<file path="src/hdl/vwpe_pkg.sv">
// shared types, constants and tables of the video word pixel expander
package vwpe_pkg;

   localparam int CSR_ADDR_W = 4;
   localparam int CSR_DATA_W = 32;
   localparam int COLOR_W    = 24;

   localparam logic [COLOR_W-1:0] HALF_MASK    = 24'hFEFEFF;
   localparam logic [COLOR_W-1:0] QUARTER_MASK = 24'hFCFCFF;

   localparam logic [2:0] MODE_1X      = 3'd0;
   localparam logic [2:0] MODE_HALF    = 3'd1;
   localparam logic [2:0] MODE_DOUBLE  = 3'd2;
   localparam logic [2:0] MODE_BLEND25 = 3'd3;
   localparam logic [2:0] MODE_BLEND3  = 3'd4;

   typedef enum logic [1:0] {
      REG_SCREEN_MODE,
      REG_HIRES_ON,
      REG_BORDER_COLOR,
      REG_BLINK_PHASE
   } reg_index_type;

   typedef enum logic [2:0] {
      PLAN_PASS,
      PLAN_DOUBLE,
      PLAN_TRIPLE,
      PLAN_N_BLEND,
      PLAN_H_HALF,
      PLAN_H_BLEND3,
      PLAN_H_BLEND4,
      PLAN_BORDER
   } plan_type;

   typedef enum logic [1:0] {
      OP_PASS,
      OP_HALF,
      OP_QUARTER
   } op_type;

   typedef struct packed {
      logic [2:0] screen_mode;
      logic       hires_on;
      logic [2:0] border_color;
      logic       blink_phase;
   } cfg_type;

   // one decoded video item, pixel bits in display order (bit 0 first)
   typedef struct packed {
      plan_type           plan;
      logic [7:0]         bits;
      logic [COLOR_W-1:0] ink;
      logic [COLOR_W-1:0] paper;
   } item_type;

   typedef struct packed {
      op_type     op;
      logic [1:0] oa;
      logic [1:0] ob;
      logic       group_end;
   } step_type;

   // two colors and the mix to apply, plus the end-of-item flag
   typedef struct packed {
      logic [COLOR_W-1:0] ca;
      logic [COLOR_W-1:0] cb;
      op_type             op;
      logic               last;
   } tap_type;

   function automatic logic [COLOR_W-1:0] palette(input logic [4:0] idx);
      logic [COLOR_W-1:0] c;
      case (idx)
         5'd0:  c = 24'h000000;
         5'd1:  c = 24'h0000FF;
         5'd2:  c = 24'hFF0000;
         5'd3:  c = 24'hFF00FF;
         5'd4:  c = 24'h00FF00;
         5'd5:  c = 24'h00FFFF;
         5'd6:  c = 24'hFFFF00;
         5'd7:  c = 24'hFFFFFF;
         5'd8:  c = 24'h000000;
         5'd9:  c = 24'h00007F;
         5'd10: c = 24'h7F0000;
         5'd11: c = 24'h7F007F;
         5'd12: c = 24'h007F00;
         5'd13: c = 24'h007F7F;
         5'd14: c = 24'h7F7F00;
         5'd15: c = 24'h7F7F7F;
         5'd16: c = 24'h101010;
         5'd17: c = 24'h0000EF;
         5'd18: c = 24'hEF0000;
         5'd19: c = 24'hEF00EF;
         5'd20: c = 24'h00EF00;
         5'd21: c = 24'h00EFEF;
         5'd22: c = 24'hEFEF00;
         5'd23: c = 24'hEFEFEF;
         default: c = '0;
      endcase
      return c;
   endfunction

   // source pixels advanced per group
   function automatic logic [2:0] plan_stride(input plan_type plan);
      logic [2:0] s;
      case (plan)
         PLAN_N_BLEND, PLAN_H_HALF, PLAN_H_BLEND4: s = 3'd2;
         PLAN_H_BLEND3:                            s = 3'd4;
         default:                                  s = 3'd1;
      endcase
      return s;
   endfunction

   // what one output pixel is made of, by plan and phase within the group
   function automatic step_type plan_step(input plan_type plan, input logic [2:0] phase);
      step_type st;
      st = '{op: OP_PASS, oa: 2'd0, ob: 2'd0, group_end: 1'b1};
      case (plan)
         PLAN_DOUBLE: begin
            st.group_end = (phase == 3'd1);
         end
         PLAN_TRIPLE: begin
            st.group_end = (phase == 3'd2);
         end
         PLAN_N_BLEND: begin
            st.group_end = (phase == 3'd4);
            case (phase)
               3'd2: begin
                  st.op = OP_HALF;
                  st.ob = 2'd1;
               end
               3'd3, 3'd4: begin
                  st.oa = 2'd1;
               end
               default: ;
            endcase
         end
         PLAN_H_HALF: begin
            st.op = OP_HALF;
            st.ob = 2'd1;
         end
         PLAN_H_BLEND3: begin
            st.group_end = (phase == 3'd4);
            case (phase)
               3'd1: begin
                  st.op = OP_QUARTER;
                  st.ob = 2'd1;
               end
               3'd2: begin
                  st.op = OP_HALF;
                  st.oa = 2'd1;
                  st.ob = 2'd2;
               end
               3'd3: begin
                  st.op = OP_QUARTER;
                  st.oa = 2'd3;
                  st.ob = 2'd2;
               end
               3'd4: begin
                  st.oa = 2'd3;
               end
               default: ;
            endcase
         end
         PLAN_H_BLEND4: begin
            st.group_end = (phase == 3'd2);
            case (phase)
               3'd1: begin
                  st.op = OP_HALF;
                  st.ob = 2'd1;
               end
               3'd2: begin
                  st.oa = 2'd1;
               end
               default: ;
            endcase
         end
         default: ;
      endcase
      return st;
   endfunction

endpackage

</file>
<file path="src/hdl/vwpe_csr.sv">
// configuration registers on the apb-style port
module vwpe_csr import vwpe_pkg::*; (
   input  logic                  clock,
   input  logic                  reset,
   input  logic                  psel,
   input  logic                  penable,
   input  logic                  pwrite,
   input  logic [CSR_ADDR_W-1:0] paddr,
   input  logic [CSR_DATA_W-1:0] pwdata,
   output logic [CSR_DATA_W-1:0] prdata,
   output logic                  pready,
   output cfg_type               cfg
);

   cfg_type       cfg_ff;
   cfg_type       cfg_in;
   reg_index_type idx;
   logic          wr;

   assign idx    = reg_index_type'(paddr[CSR_ADDR_W-1:2]);
   assign wr     = psel & penable & pwrite;
   assign pready = 1'b1;
   assign cfg    = cfg_ff;

   always_comb begin
      cfg_in = cfg_ff;
      if (wr) begin
         case (idx)
            REG_SCREEN_MODE:  cfg_in.screen_mode  = pwdata[2:0];
            REG_HIRES_ON:     cfg_in.hires_on     = pwdata[0];
            REG_BORDER_COLOR: cfg_in.border_color = pwdata[2:0];
            REG_BLINK_PHASE:  cfg_in.blink_phase  = pwdata[0];
            default: ;
         endcase
      end
   end

   always_comb begin
      case (idx)
         REG_SCREEN_MODE:  prdata = {29'd0, cfg_ff.screen_mode};
         REG_HIRES_ON:     prdata = {31'd0, cfg_ff.hires_on};
         REG_BORDER_COLOR: prdata = {29'd0, cfg_ff.border_color};
         REG_BLINK_PHASE:  prdata = {31'd0, cfg_ff.blink_phase};
         default:          prdata = '0;
      endcase
   end

   always_ff @(posedge clock) begin
      if (reset) begin
         cfg_ff <= '0;
      end else begin
         cfg_ff <= cfg_in;
      end
   end

endmodule

</file>
<file path="src/hdl/vwpe_decode.sv">
// input stage: palette lookup, blink swap and expansion plan select
module vwpe_decode import vwpe_pkg::*; (
   input  logic        clock,
   input  logic        reset,
   input  cfg_type     cfg,
   input  logic        load,
   input  logic        func,
   input  logic [15:0] video_word,
   input  logic        take,
   output logic        a_valid,
   output item_type    item
);

   logic     a_valid_ff;
   logic     a_valid_in;
   item_type item_ff;
   item_type item_in;

   always_comb begin
      item_in = '0;
      for (int i = 0; i < 8; i++) begin
         item_in.bits[i] = video_word[7-i];
      end
      if (func) begin
         item_in.plan  = PLAN_BORDER;
         item_in.bits  = '0;
         item_in.paper = palette({2'b10, cfg.border_color});
         item_in.ink   = item_in.paper;
      end else if (cfg.hires_on) begin
         item_in.paper = palette({2'b00, cfg.border_color});
         item_in.ink   = palette({2'b00, cfg.border_color ^ 3'd7});
         case (cfg.screen_mode)
            MODE_HALF:    item_in.plan = PLAN_H_HALF;
            MODE_BLEND25: item_in.plan = PLAN_H_BLEND3;
            MODE_BLEND3:  item_in.plan = PLAN_H_BLEND4;
            default:      item_in.plan = PLAN_PASS;
         endcase
      end else begin
         if (video_word[15] && cfg.blink_phase) begin
            item_in.paper = palette({2'b00, video_word[10:8]});
            item_in.ink   = palette({2'b00, video_word[13:11]});
         end else begin
            item_in.paper = palette({2'b00, video_word[13:11]});
            item_in.ink   = palette({2'b00, video_word[10:8]});
         end
         case (cfg.screen_mode)
            MODE_DOUBLE:  item_in.plan = PLAN_DOUBLE;
            MODE_BLEND25: item_in.plan = PLAN_N_BLEND;
            MODE_BLEND3:  item_in.plan = PLAN_TRIPLE;
            default:      item_in.plan = PLAN_PASS;
         endcase
      end
   end

   assign a_valid_in = load ? 1'b1 : (take ? 1'b0 : a_valid_ff);
   assign a_valid    = a_valid_ff;
   assign item       = item_ff;

   always_ff @(posedge clock) begin
      if (reset) begin
         a_valid_ff <= 1'b0;
      end else begin
         a_valid_ff <= a_valid_in;
      end
   end

   always_ff @(posedge clock) begin
      if (load) begin
         item_ff <= item_in;
      end
   end

endmodule

</file>
<file path="src/hdl/vwpe_seq.sv">
// expansion sequencer: walks the plan one output pixel per cycle
module vwpe_seq import vwpe_pkg::*; (
   input  logic     clock,
   input  logic     reset,
   input  logic     a_valid,
   input  item_type item,
   output logic     b_free,
   output logic     c_valid,
   output tap_type  tap
);

   logic       b_valid_ff;
   logic       b_valid_in;
   item_type   b_item_ff;
   logic [2:0] phase_ff;
   logic [2:0] phase_in;
   logic [2:0] base_ff;
   logic [2:0] base_in;
   logic       c_valid_ff;
   tap_type    tap_ff;
   tap_type    tap_in;

   step_type   st;
   logic [3:0] next_base;
   logic       item_end;
   logic       take;
   logic [2:0] ia;
   logic [2:0] ib;

   assign st        = plan_step(b_item_ff.plan, phase_ff);
   assign next_base = {1'b0, base_ff} + {1'b0, plan_stride(b_item_ff.plan)};
   // border items are a single group; otherwise the group that passes pixel 7
   assign item_end  = b_valid_ff && st.group_end &&
                      (b_item_ff.plan == PLAN_BORDER || next_base[3]);
   assign b_free    = !b_valid_ff || item_end;
   assign take      = a_valid && b_free;

   assign ia = base_ff + {1'b0, st.oa};
   assign ib = base_ff + {1'b0, st.ob};

   always_comb begin
      tap_in.ca   = b_item_ff.bits[ia] ? b_item_ff.ink : b_item_ff.paper;
      tap_in.cb   = b_item_ff.bits[ib] ? b_item_ff.ink : b_item_ff.paper;
      tap_in.op   = st.op;
      tap_in.last = item_end;
   end

   always_comb begin
      b_valid_in = b_valid_ff;
      phase_in   = phase_ff;
      base_in    = base_ff;
      if (take) begin
         b_valid_in = 1'b1;
         phase_in   = '0;
         base_in    = '0;
      end else if (item_end) begin
         b_valid_in = 1'b0;
      end else if (b_valid_ff) begin
         if (st.group_end) begin
            phase_in = '0;
            base_in  = next_base[2:0];
         end else begin
            phase_in = phase_ff + 3'd1;
         end
      end
   end

   always_ff @(posedge clock) begin
      if (reset) begin
         b_valid_ff <= 1'b0;
         phase_ff   <= '0;
         base_ff    <= '0;
         c_valid_ff <= 1'b0;
      end else begin
         b_valid_ff <= b_valid_in;
         phase_ff   <= phase_in;
         base_ff    <= base_in;
         c_valid_ff <= b_valid_ff;
      end
   end

   always_ff @(posedge clock) begin
      if (take) begin
         b_item_ff <= item;
      end
      tap_ff <= tap_in;
   end

   assign c_valid = c_valid_ff;
   assign tap     = tap_ff;

`ifndef NO_ASSERTIONS
   a_no_drop: assert property (@(posedge clock) disable iff (reset)
      b_valid_ff && !item_end |=> b_valid_ff)
      else $error("sequencer dropped an item before its last pixel");
   a_group_bound: assert property (@(posedge clock) disable iff (reset)
      b_valid_ff && phase_ff == 3'd4 |-> st.group_end)
      else $error("group ran past five pixels");
   a_take_resets: assert property (@(posedge clock) disable iff (reset)
      take |=> phase_ff == 3'd0 && base_ff == 3'd0)
      else $error("new item did not start at its first pixel");
`endif

endmodule

</file>
<file path="src/hdl/vwpe_blend.sv">
// mix stage: pass, masked half or masked quarter average, output register
module vwpe_blend import vwpe_pkg::*; (
   input  logic               clock,
   input  logic               reset,
   input  logic               c_valid,
   input  tap_type            tap,
   output logic               rsp_valid,
   output logic [COLOR_W-1:0] rsp_pixel_color,
   output logic               rsp_last
);

   logic               valid_ff;
   logic [COLOR_W-1:0] color_ff;
   logic [COLOR_W-1:0] color_in;
   logic               last_ff;
   logic [COLOR_W:0]   half_sum;
   logic [COLOR_W-1:0] qa;
   logic [COLOR_W-1:0] qb;
   logic [COLOR_W-1:0] quarter;

   assign half_sum = {1'b0, tap.ca & HALF_MASK} + {1'b0, tap.cb & HALF_MASK};
   assign qa       = (tap.ca & QUARTER_MASK) >> 2;
   assign qb       = (tap.cb & QUARTER_MASK) >> 2;
   assign quarter  = (tap.ca == tap.cb) ? tap.ca : qa + (tap.cb - qb);

   always_comb begin
      case (tap.op)
         OP_HALF:    color_in = half_sum[COLOR_W:1];
         OP_QUARTER: color_in = quarter;
         default:    color_in = tap.ca;
      endcase
   end

   always_ff @(posedge clock) begin
      if (reset) begin
         valid_ff <= 1'b0;
      end else begin
         valid_ff <= c_valid;
      end
   end

   always_ff @(posedge clock) begin
      color_ff <= color_in;
      last_ff  <= tap.last;
   end

   assign rsp_valid       = valid_ff;
   assign rsp_pixel_color = color_ff;
   assign rsp_last        = last_ff & valid_ff;

endmodule

</file>
<file path="src/hdl/video_word_pixel_expander.sv">
// top level of the video word pixel expander
//
// An item (attribute word, hires byte or border request) is taken at a clock edge with start
// high and busy low. Its pixels come out one per cycle on rsp_pixel_color, each marked by
// rsp_valid for one cycle, with rsp_last on the final pixel of the item; the receiver cannot
// hold them off, so it must take every valid cycle. The expansion sequencer emits one pixel
// per cycle, and an item yields 1 pixel for a border item, 4/8/10/12/16/20/24 depending on
// scale mode and hires. One more item waits in the input register, so busy rises only while
// both the sequencer and that register are full, and pixels of consecutive items follow
// without a gap. With the sequencer free, the first pixel of an item is registered in turn
// by the input decode, sequencer, color select and output register stages, mixed before the last.
// Configuration must be written only while no pixels are pending (not enforced here).
module video_word_pixel_expander import vwpe_pkg::*; (
   input  logic                  clock,
   input  logic                  reset,
   // item transfer
   input  logic                  start,
   output logic                  busy,
   input  logic                  req_func,
   input  logic [15:0]           req_video_word,
   // pixel transfer
   output logic                  rsp_valid,
   output logic [COLOR_W-1:0]    rsp_pixel_color,
   output logic                  rsp_last,
   // configuration
   input  logic                  psel,
   input  logic                  penable,
   input  logic                  pwrite,
   input  logic [CSR_ADDR_W-1:0] paddr,
   input  logic [CSR_DATA_W-1:0] pwdata,
   output logic [CSR_DATA_W-1:0] prdata,
   output logic                  pready
);

   cfg_type  cfg;
   item_type item;
   tap_type  tap;
   logic     a_valid;
   logic     b_free;
   logic     c_valid;
   logic     load;

   // input register frees when the sequencer finishes its item or is empty
   assign busy = a_valid && !b_free;
   assign load = start && !busy;

   vwpe_csr u_csr (
      .clock   (clock),
      .reset   (reset),
      .psel    (psel),
      .penable (penable),
      .pwrite  (pwrite),
      .paddr   (paddr),
      .pwdata  (pwdata),
      .prdata  (prdata),
      .pready  (pready),
      .cfg     (cfg)
   );

   // stage 1: palette lookups and plan
   vwpe_decode u_decode (
      .clock      (clock),
      .reset      (reset),
      .cfg        (cfg),
      .load       (load),
      .func       (req_func),
      .video_word (req_video_word),
      .take       (b_free),
      .a_valid    (a_valid),
      .item       (item)
   );

   // stages 2 and 3: pixel sequencing and color select
   vwpe_seq u_seq (
      .clock   (clock),
      .reset   (reset),
      .a_valid (a_valid),
      .item    (item),
      .b_free  (b_free),
      .c_valid (c_valid),
      .tap     (tap)
   );

   // stage 4: mix and output register
   vwpe_blend u_blend (
      .clock           (clock),
      .reset           (reset),
      .c_valid         (c_valid),
      .tap             (tap),
      .rsp_valid       (rsp_valid),
      .rsp_pixel_color (rsp_pixel_color),
      .rsp_last        (rsp_last)
   );

`ifndef NO_ASSERTIONS
   a_contiguous: assert property (@(posedge clock) disable iff (reset)
      rsp_valid && !rsp_last |=> rsp_valid)
      else $error("gap inside the pixels of one item");
   a_busy_full: assert property (@(posedge clock) disable iff (reset)
      load && a_valid |-> b_free)
      else $error("item loaded over a waiting item");
`endif

endmodule

</file>
<file path="config.mk">
export PLATFORM = sky130hd
export DESIGN_NAME = video_word_pixel_expander
export DESIGN_NICKNAME = d
export VERILOG_FILES = /design/src/hdl/vwpe_pkg.sv /design/src/hdl/vwpe_csr.sv /design/src/hdl/vwpe_decode.sv /design/src/hdl/vwpe_seq.sv /design/src/hdl/vwpe_blend.sv /design/src/hdl/video_word_pixel_expander.sv
export SDC_FILE = /design/constraint.sdc
export NUM_CORES = 1
export LEC_CHECK = 0
export BUFFER_PORTS_ARGS = -buffer_cell sky130_fd_sc_hd__buf_2
export CAP_MARGIN = 20
export CORE_MARGIN = 2
export CORE_UTILIZATION = 45
export DETAILED_ROUTE_END_ITERATION = 7
export HOLD_SLACK_MARGIN = 0.02
export PLACE_DENSITY = 0.78
export SLEW_MARGIN = 20
export SYNTH_ARGS = -nofsm -noshare
export SYNTH_HDL_FRONTEND = slang
export SYNTH_SLANG_ARGS = --single-unit
export TNS_END_PERCENT = 30
</file>
<file path="constraint.sdc">
create_clock -name clock -period 9.45 [get_ports clock]
set_input_delay 0.945 -clock clock [delete_from_list [all_inputs] [get_ports clock]]
set_output_delay 0.945 -clock clock [all_outputs]
set_load 0.02 [all_outputs]
</file>
# After elaboration in Yosys (flattened, before gate mapping)
# Memories as Yosys holds them, arrays and structs flattened. A register that Yosys moved wholly into a read port is not among the register bits.
# Cells that the tools add are included.
[op_classes] add_sub_neg=7 n_lt_le_gt_ge=2 eq_ne=28 n_mux=34 bitwise=5 n_reduce_logical=28
[ops] operator="$pmux W24 S8" n=1
[ops] operator="$mux W48" n=3
[ops] operator="$pmux W32 S4" n=1
[ops] operator="$mux W24" n=3
[ops] operator="$pmux W24 S2" n=1
[ops] operator="$eq A3 B3 Y1 const B" n=10
[ops] operator="$add A24 B24 Y25" n=1
[ops] operator="$add A22 B24 Y24" n=1
[ops] operator="$eq A24 B24 Y1" n=1
[ops] operator="$eq A3 B2 Y1 const B" n=8
[ops] operator="$sub A24 B22 Y24" n=1
[ops] operator="$pmux W2 S4" n=2
[ops] operator="$eq A3 B1 Y1 const B" n=4
[ops] operator="$mux W3" n=4
[ops] operator="$pmux W2 S2" n=3
[ops] operator="$pmux W2 S3" n=2
[ops] operator="$reduce_or A2 Y1" n=6
[ops] operator="$reduce_and A2 Y1" n=5
[ops] operator="$mux W1" n=9
[ops] operator="$pmux W3 S3" n=1
[ops] operator="$lt A3 B4 Y1 const B" n=2
[ops] operator="$add A3 B2 Y3" n=2
[ops] operator="$bmux W1 S3" n=2
[ops] operator="$eq A2 B2 Y1 const B" n=3
[ops] operator="other kinds (16)" n=28
[totals] ff_bits=212 romBits=1152 input_bits=59 out_inout_bits=60 memories=6
[memory_table] memory="(no name shown)" words=8 word_bits=24 rd=1 rd_ports_with_merged_regs=1 write_ports=0 line="vwpe_pkg.sv:73" source="case (idx)"
[memory_table] memory="(no name shown)" words=8 word_bits=24 rd=1 rd_ports_with_merged_regs=0 write_ports=0 line="vwpe_pkg.sv:73"
[memory_table] memory="(no name shown)" words=8 word_bits=24 rd=1 rd_ports_with_merged_regs=0 write_ports=0 line="vwpe_pkg.sv:73"
[memory_table] memory="(no name shown)" words=8 word_bits=24 rd=1 rd_ports_with_merged_regs=0 write_ports=0 line="vwpe_pkg.sv:73"
[memory_table] memory="(no name shown)" words=8 word_bits=24 rd=1 rd_ports_with_merged_regs=0 write_ports=0 line="vwpe_pkg.sv:73"
[memory_table] memory="(no name shown)" words=8 word_bits=24 rd=1 rd_ports_with_merged_regs=0 write_ports=0 line="vwpe_pkg.sv:73"

# Depth between registers and ports, before layout
[logic_depth] depth_word=12 ltp_mapped=12 ltp_nobuf=11

# By module
# A second synthesis with hierarchy kept.
[unflattened] cells_unflattened=937 hier_area_um2=10126.0
[by_module_without_submodules] module="vwpe_seq" n_inst=1 cells_each=270 area_each_um2=4350.4 seq_area_each_um2=2952.8
[by_module_without_submodules] module="vwpe_blend" n_inst=1 cells_each=474 area_each_um2=3723.6 seq_area_each_um2=520.5
[by_module_without_submodules] module="vwpe_decode" n_inst=1 cells_each=120 area_each_um2=1372.6 seq_area_each_um2=710.7
[by_module_without_submodules] module="vwpe_csr" n_inst=1 cells_each=71 area_each_um2=656.9 seq_area_each_um2=160.2
[by_module_without_submodules] module="video_word_pixel_expander" n_inst=1 cells_each=2 area_each_um2=22.5 seq_area_each_um2=0.0

# Worst setup path before layout
# No wires, ideal clock.
[synth_path] path_type="reg-to-reg" startpoint="register u_seq.b_item_ff[57] (netlist name)" endpoint="register u_decode.item_ff (netlist bit u_decode.item[12]), enable pin" setup_time_ps=405 arrival_time_ps=2957 required_ps=9045 setup_slack_ps=6088 path_stages_with_launch=12 synth_period_minus_slack_ps=3362 path_cell_list="edfxtp_1 -> buf_2 -> nand2_1 -> nor2_1 -> nor2_1 -> inv_1 -> ha_1 -> a21o_1 -> a211oi_1 -> o21ai_1 -> nor2_1 -> nor2b_1"
[synth_via] elab_chain_cells=11 word_cells_on_any_way=21 cone_classes="add/sub: 1; eq/ne: 7; mux: 2; reduce/logical: 11"
[synth_lines] item="start: declaration" line="vwpe_seq.sv:14" source="item_type b_item_ff;"
[synth_lines] item="start signal: assignment" line="vwpe_seq.sv:84" source="b_item_ff <= item;"
[synth_lines] item="$eq A3 B2 Y1, or another cell as far along" line="vwpe_pkg.sv:106, vwpe_pkg.sv:118"
[synth_lines] item="$reduce_or A3 Y1" line="vwpe_pkg.sv:106" source="case (plan)"
[synth_lines] item="$pmux W3 S2" line="vwpe_pkg.sv:106"
[synth_lines] item="$add A3 B3 Y4" line="vwpe_seq.sv:31" source="assign next_base = {1'b0, base_ff} + {1'b0, plan_stride(b_item_ff.plan)};"
[synth_lines] item="$logic_or A1 B1 Y1" line="vwpe_seq.sv:34" source="(b_item_ff.plan == PLAN_BORDER || next_base[3]);"
[synth_lines] item="$logic_and A1 B1 Y1 *" line="vwpe_seq.sv:33" source="assign item_end = b_valid_ff && st.group_end &&"
[synth_lines] item="$logic_or A1 B1 Y1 *" line="vwpe_seq.sv:35" source="assign b_free = !b_valid_ff || item_end;"
[synth_lines] item="$logic_not A1 Y1 *" line="video_word_pixel_expander.sv:44" source="assign busy = a_valid && !b_free;"
[synth_lines] item="$logic_and A1 B1 Y1 *" line="video_word_pixel_expander.sv:44"
[synth_lines] item="named net busy" line="video_word_pixel_expander.sv:18" source="output logic busy,"
[synth_lines] item="$logic_not A1 Y1 *" line="video_word_pixel_expander.sv:45" source="assign load = start && !busy;"
[synth_lines] item="$logic_and A1 B1 Y1 *" line="video_word_pixel_expander.sv:45"
[synth_lines] item="named net load" line="video_word_pixel_expander.sv:41" source="logic load;"
[synth_lines] item="end signal: assignment" line="vwpe_decode.sv:69" source="item_ff <= item_in;"
[synth_lines] item="end: declaration" line="vwpe_decode.sv:16" source="item_type item_ff;"
# The timed path passes the listed nets; every way through them passes the cells marked *.
# A chain may end at the register's enable or synchronous reset.

# Worst setup path in the final report
[layout_path] startpoint="register u_seq.b_item_ff[58] (netlist name)" endpoint="output busy"
[layout_via] elab_chain_cells=9 word_cells_on_any_way=19 cone_classes="add/sub: 1; eq/ne: 7; mux: 2; reduce/logical: 9"
[layout_lines] item="$eq A3 B2 Y1, or another cell as far along" line="vwpe_pkg.sv:106, vwpe_pkg.sv:118"
[layout_lines] item="$reduce_or A3 Y1" line="vwpe_pkg.sv:106"
[layout_lines] item="$pmux W3 S2" line="vwpe_pkg.sv:106"
[layout_lines] item="$add A3 B3 Y4" line="vwpe_seq.sv:31"
[layout_lines] item="$logic_or A1 B1 Y1" line="vwpe_seq.sv:34"
[layout_lines] item="$logic_and A1 B1 Y1 *" line="vwpe_seq.sv:33"
[layout_lines] item="$logic_or A1 B1 Y1 *" line="vwpe_seq.sv:35"
[layout_lines] item="$logic_not A1 Y1 *" line="video_word_pixel_expander.sv:44"
[layout_lines] item="$logic_and A1 B1 Y1 *" line="video_word_pixel_expander.sv:44"
[layout_lines] item="end: declaration" line="video_word_pixel_expander.sv:18"
# Mark *: on every way between the ends. The rest lies on a longest branch, timed or not.

==> key figures <==
Synth
  – Synth Flop Type: dfxtp_1
  – Synthesized area: 6515 um2
  – EDFF count, synth: 46
  – #FFs+latches synth: 107
  – Seq/Total Area, Yosys: 39.95%
  – Post-synth ARST share: 0%
  – Post-Syn Area per Cell: 9.652 um2
  – Synth cell types: 65
  – Synth warn: 0
  – Cells after synthesis: 675

Clock network
  – Post-CTS Hold Buffers: 0
  – Bufs on Longest Clock Path: 2
  – # Post-CTS Setup Buffers: 0
  – CTS tree: yes
  – CTS sink count: 107
  – Clk slew on worst S/H paths: 0.08 ns
  – Insertion delay to the later sink of the worst-skew pair: 0.36 ns
  – H-Tree Depth: 3
  – TritonCTS Buffers: 9
  – CTS resizes: 0
  – Root Driver: clkbuf_16

Die
  – Chip height: 124.3 um
  – Die area: 15460 um2
  – Die X: 124.3 um
  – Total I/O pin count: 119
  – Row cnt: 43
  – Core area: 13990 um2
  – Initial Util: 46.57%

STA
  – Post-route minimum period: 3.880 ns
  – Slew at the pin closest to its max-slew limit: 0.9728 ns
  – Fin. Hold Viols: 0
  – Clock skew: 0.007346 ns
  – RSZ-0062 raised after global routing: no
  – Rel. slew slack: 35.14%
  – Final worst path period share: 41.05%
  – Hold_ws: 0.3324 ns
  – Setup TNS: 0 ns
  – Fmax: 0.2578 GHz
  – Slew Limit Fails: 0
  – Final setup violation count: 0

Worst setup path
  – CP max FO: 7
  – Critical Path Source Type: flip-flop
  – Crit. End Element: output pin
  – CP required: 8.51 ns
  – FF-to-FF path depth: 11
  – Critical path type: reg2out
  – Worst Path Arrival: 2.93 ns

Final layout
  – # fillers: 1289
  – Final net count: 828
  – Share of post-route cells with drive strength above 1: 15.19%
  – Footprint of the multi-input gates: 3553 um2
  – Register Area: 2603 um2
  – Area Growth Syn to Fin: 9.852%
  – Most frequent cells in the layout: dfxtp_1, nand2_1, buf_2, nor2_1
  – Finished layout cell area: 7157 um2
  – Commonest non-fill, non-tap cell in the layout: dfxtp_1
  – Antenna fix cells: 0

Run status
  – Status: finished, final reports clean

Pwr
  – Power after layout: 1295 uW
  – Power per standard cell area: 180.9 nW/um2
  – Leak: 0.003071 uW
  – Worst IR Drop VDD: 0.0001037 V

Global route
  – First-pass GRT wire length: 20290 um
  – Vias in the first global route: 4368
  – Initial antenna violation count: 0
  – Largest net degree at the start of global routing: 24
  – GRT overflow: 0
  – Overall Global Routing Usage: 15.85%

Route
  – Starting DRT DRC Count: 368
  – Vias/cell: 5.334
  – Total number of vias: 4822
  – ANT nets after route: 0
  – DRC violations left: 0
  – Final WL: 12400 um
  – Drt wl/cell: 13.71 um
  – Drt first pass iters: 5

Worst hold path
  – Hold depth: 0
  – Min-delay worst type: reg2reg

Job
  – Max-cap check violation count: 0

Placement
  – Hpwl dp: 9224 um
  – Dpl cell area: 6814 um2
  – PortBufs: 56
  – Routability congestion estimate: 0.9514
==> path summary, 6_finish.rpt <==
check / from / to / slack (ns)
worst max-delay path: u_seq.b_item_ff[58] / busy / 5.57
worst min-delay path: u_seq.tap[0] / u_blend.last_ff / 0.33
worst max register to register: u_seq.tap[10] / u_blend.rsp_pixel_color[19] / 6.01
worst min register to register: u_seq.tap[0] / u_blend.last_ff / 0.33
==> routing by layer <==
| metal | up-vias | wire length [um] | part of all wire [%] | global-route usage, % |
|---|---|---|---|---|
| li1 | 2429 | - | - | - |
| met1 | 2224 | 5665 | 46 | 21.30 |
| met2 | 154 | 5866 | 47 | 25.72 |
| met3 | 15 | 714 | 5.8 | 3.265 |
| met4 | 0 | 150 | 1.2 | 5.089 |
| met5 | - | 0 | 0 | 0 |
==> logic make-up (layout without fill, tap and decap cells) <==
kind of cell	after synthesis	in the layout	share of synthesized area, %
other cells	2	30	0.1153
fa+ha+maj	50	50	10.52
mux	41	41	7.548
compound gates	163	163	16.88
buf+inv	93	114	7.240
flops	107	107	39.95
simple gates	193	193	14.25
xor+xnor	26	26	3.495
==> stage by stage <==
| step | instances | worst slack (ns) | utilization, % |
|---|---|---|---|
| global route | 904 | 5.309 | 51.16 |
| CTS | 904 | 5.619 | 51.13 |
| global placement | 888 | 5.974 | 48.71 |
| finish | 904 | 5.570 | 51.16 |
| detailed placement | 888 | 6.015 | 48.71 |
| floorplan | 703 | 6.088 | - |
==> worst max-delay path, cell delays in order (launching register included) <==
cell	delay, ns
edfxtp_1	0.49
inv_1	0.20
nor2_1	0.09
nor2_1	0.20
inv_1	0.07
ha_1	0.27
a21o_1	0.15
a211oi_1	0.34
o21ai_1	0.25
nor2_1	0.30
buf_2	0.22
==> synthesized netlist by cell type (all sizes together) (5+ instances only) <==
master | number | area [um2]
a211oi | 11 | 82.58
a21o | 11 | 90.08
a21oi | 40 | 211.5
a22oi | 6 | 58.81
a31oi | 11 | 68.82
and3 | 8 | 52.55
buf | 34 | 250.2
clkbuf | 17 | 63.81
dfxtp | 61 | 1221
edfxtp | 46 | 1381
fa | 8 | 160.2
ha | 42 | 525.5
inv | 42 | 157.7
mux2 | 15 | 168.9
mux2i | 21 | 210.2
mux4 | 5 | 112.6
nand2 | 60 | 225.2
nand2b | 12 | 75.07
nand3 | 13 | 65.06
nor2 | 52 | 195.2
nor2b | 22 | 137.6
nor3 | 5 | 25.02
o21ai | 48 | 240.2
xnor2 | 15 | 131.4
xor2 | 11 | 96.34
==> flip-flops by register name (all words and copies together), names as in the netlist, named ones only <==
register,count
u_seq.b_valid_ff,1
u_decode.item,23
u_seq.base_ff,3
u_decode.a_valid,1
u_csr.cfg,8
u_blend.rsp_valid,1
u_seq.c_valid,1
u_blend.last_ff,1
u_seq.phase_ff,3
u_seq.b_item_ff,23
u_seq.tap,15
u_blend.rsp_pixel_color,24
==> area by class of cell <==
class,count,area share [%]
Clock buffer,9,3.147
Clock inverter,7,1.573
Inverter,42,2.203
Multi-Input combinational cell,503,49.65
Sequential cell,107,36.36
Tap cell,180,3.147
Timing Repair Buffer,56,3.916
==> power by group <==
group	total [uW]	leakage [uW]	switching (uW)	internal [uW]
logic	349	0.00196	212	136
registers	538	0.000949	20.6	517
clock network	408	0.000162	191	218
(Power assumes the default switching activity.)
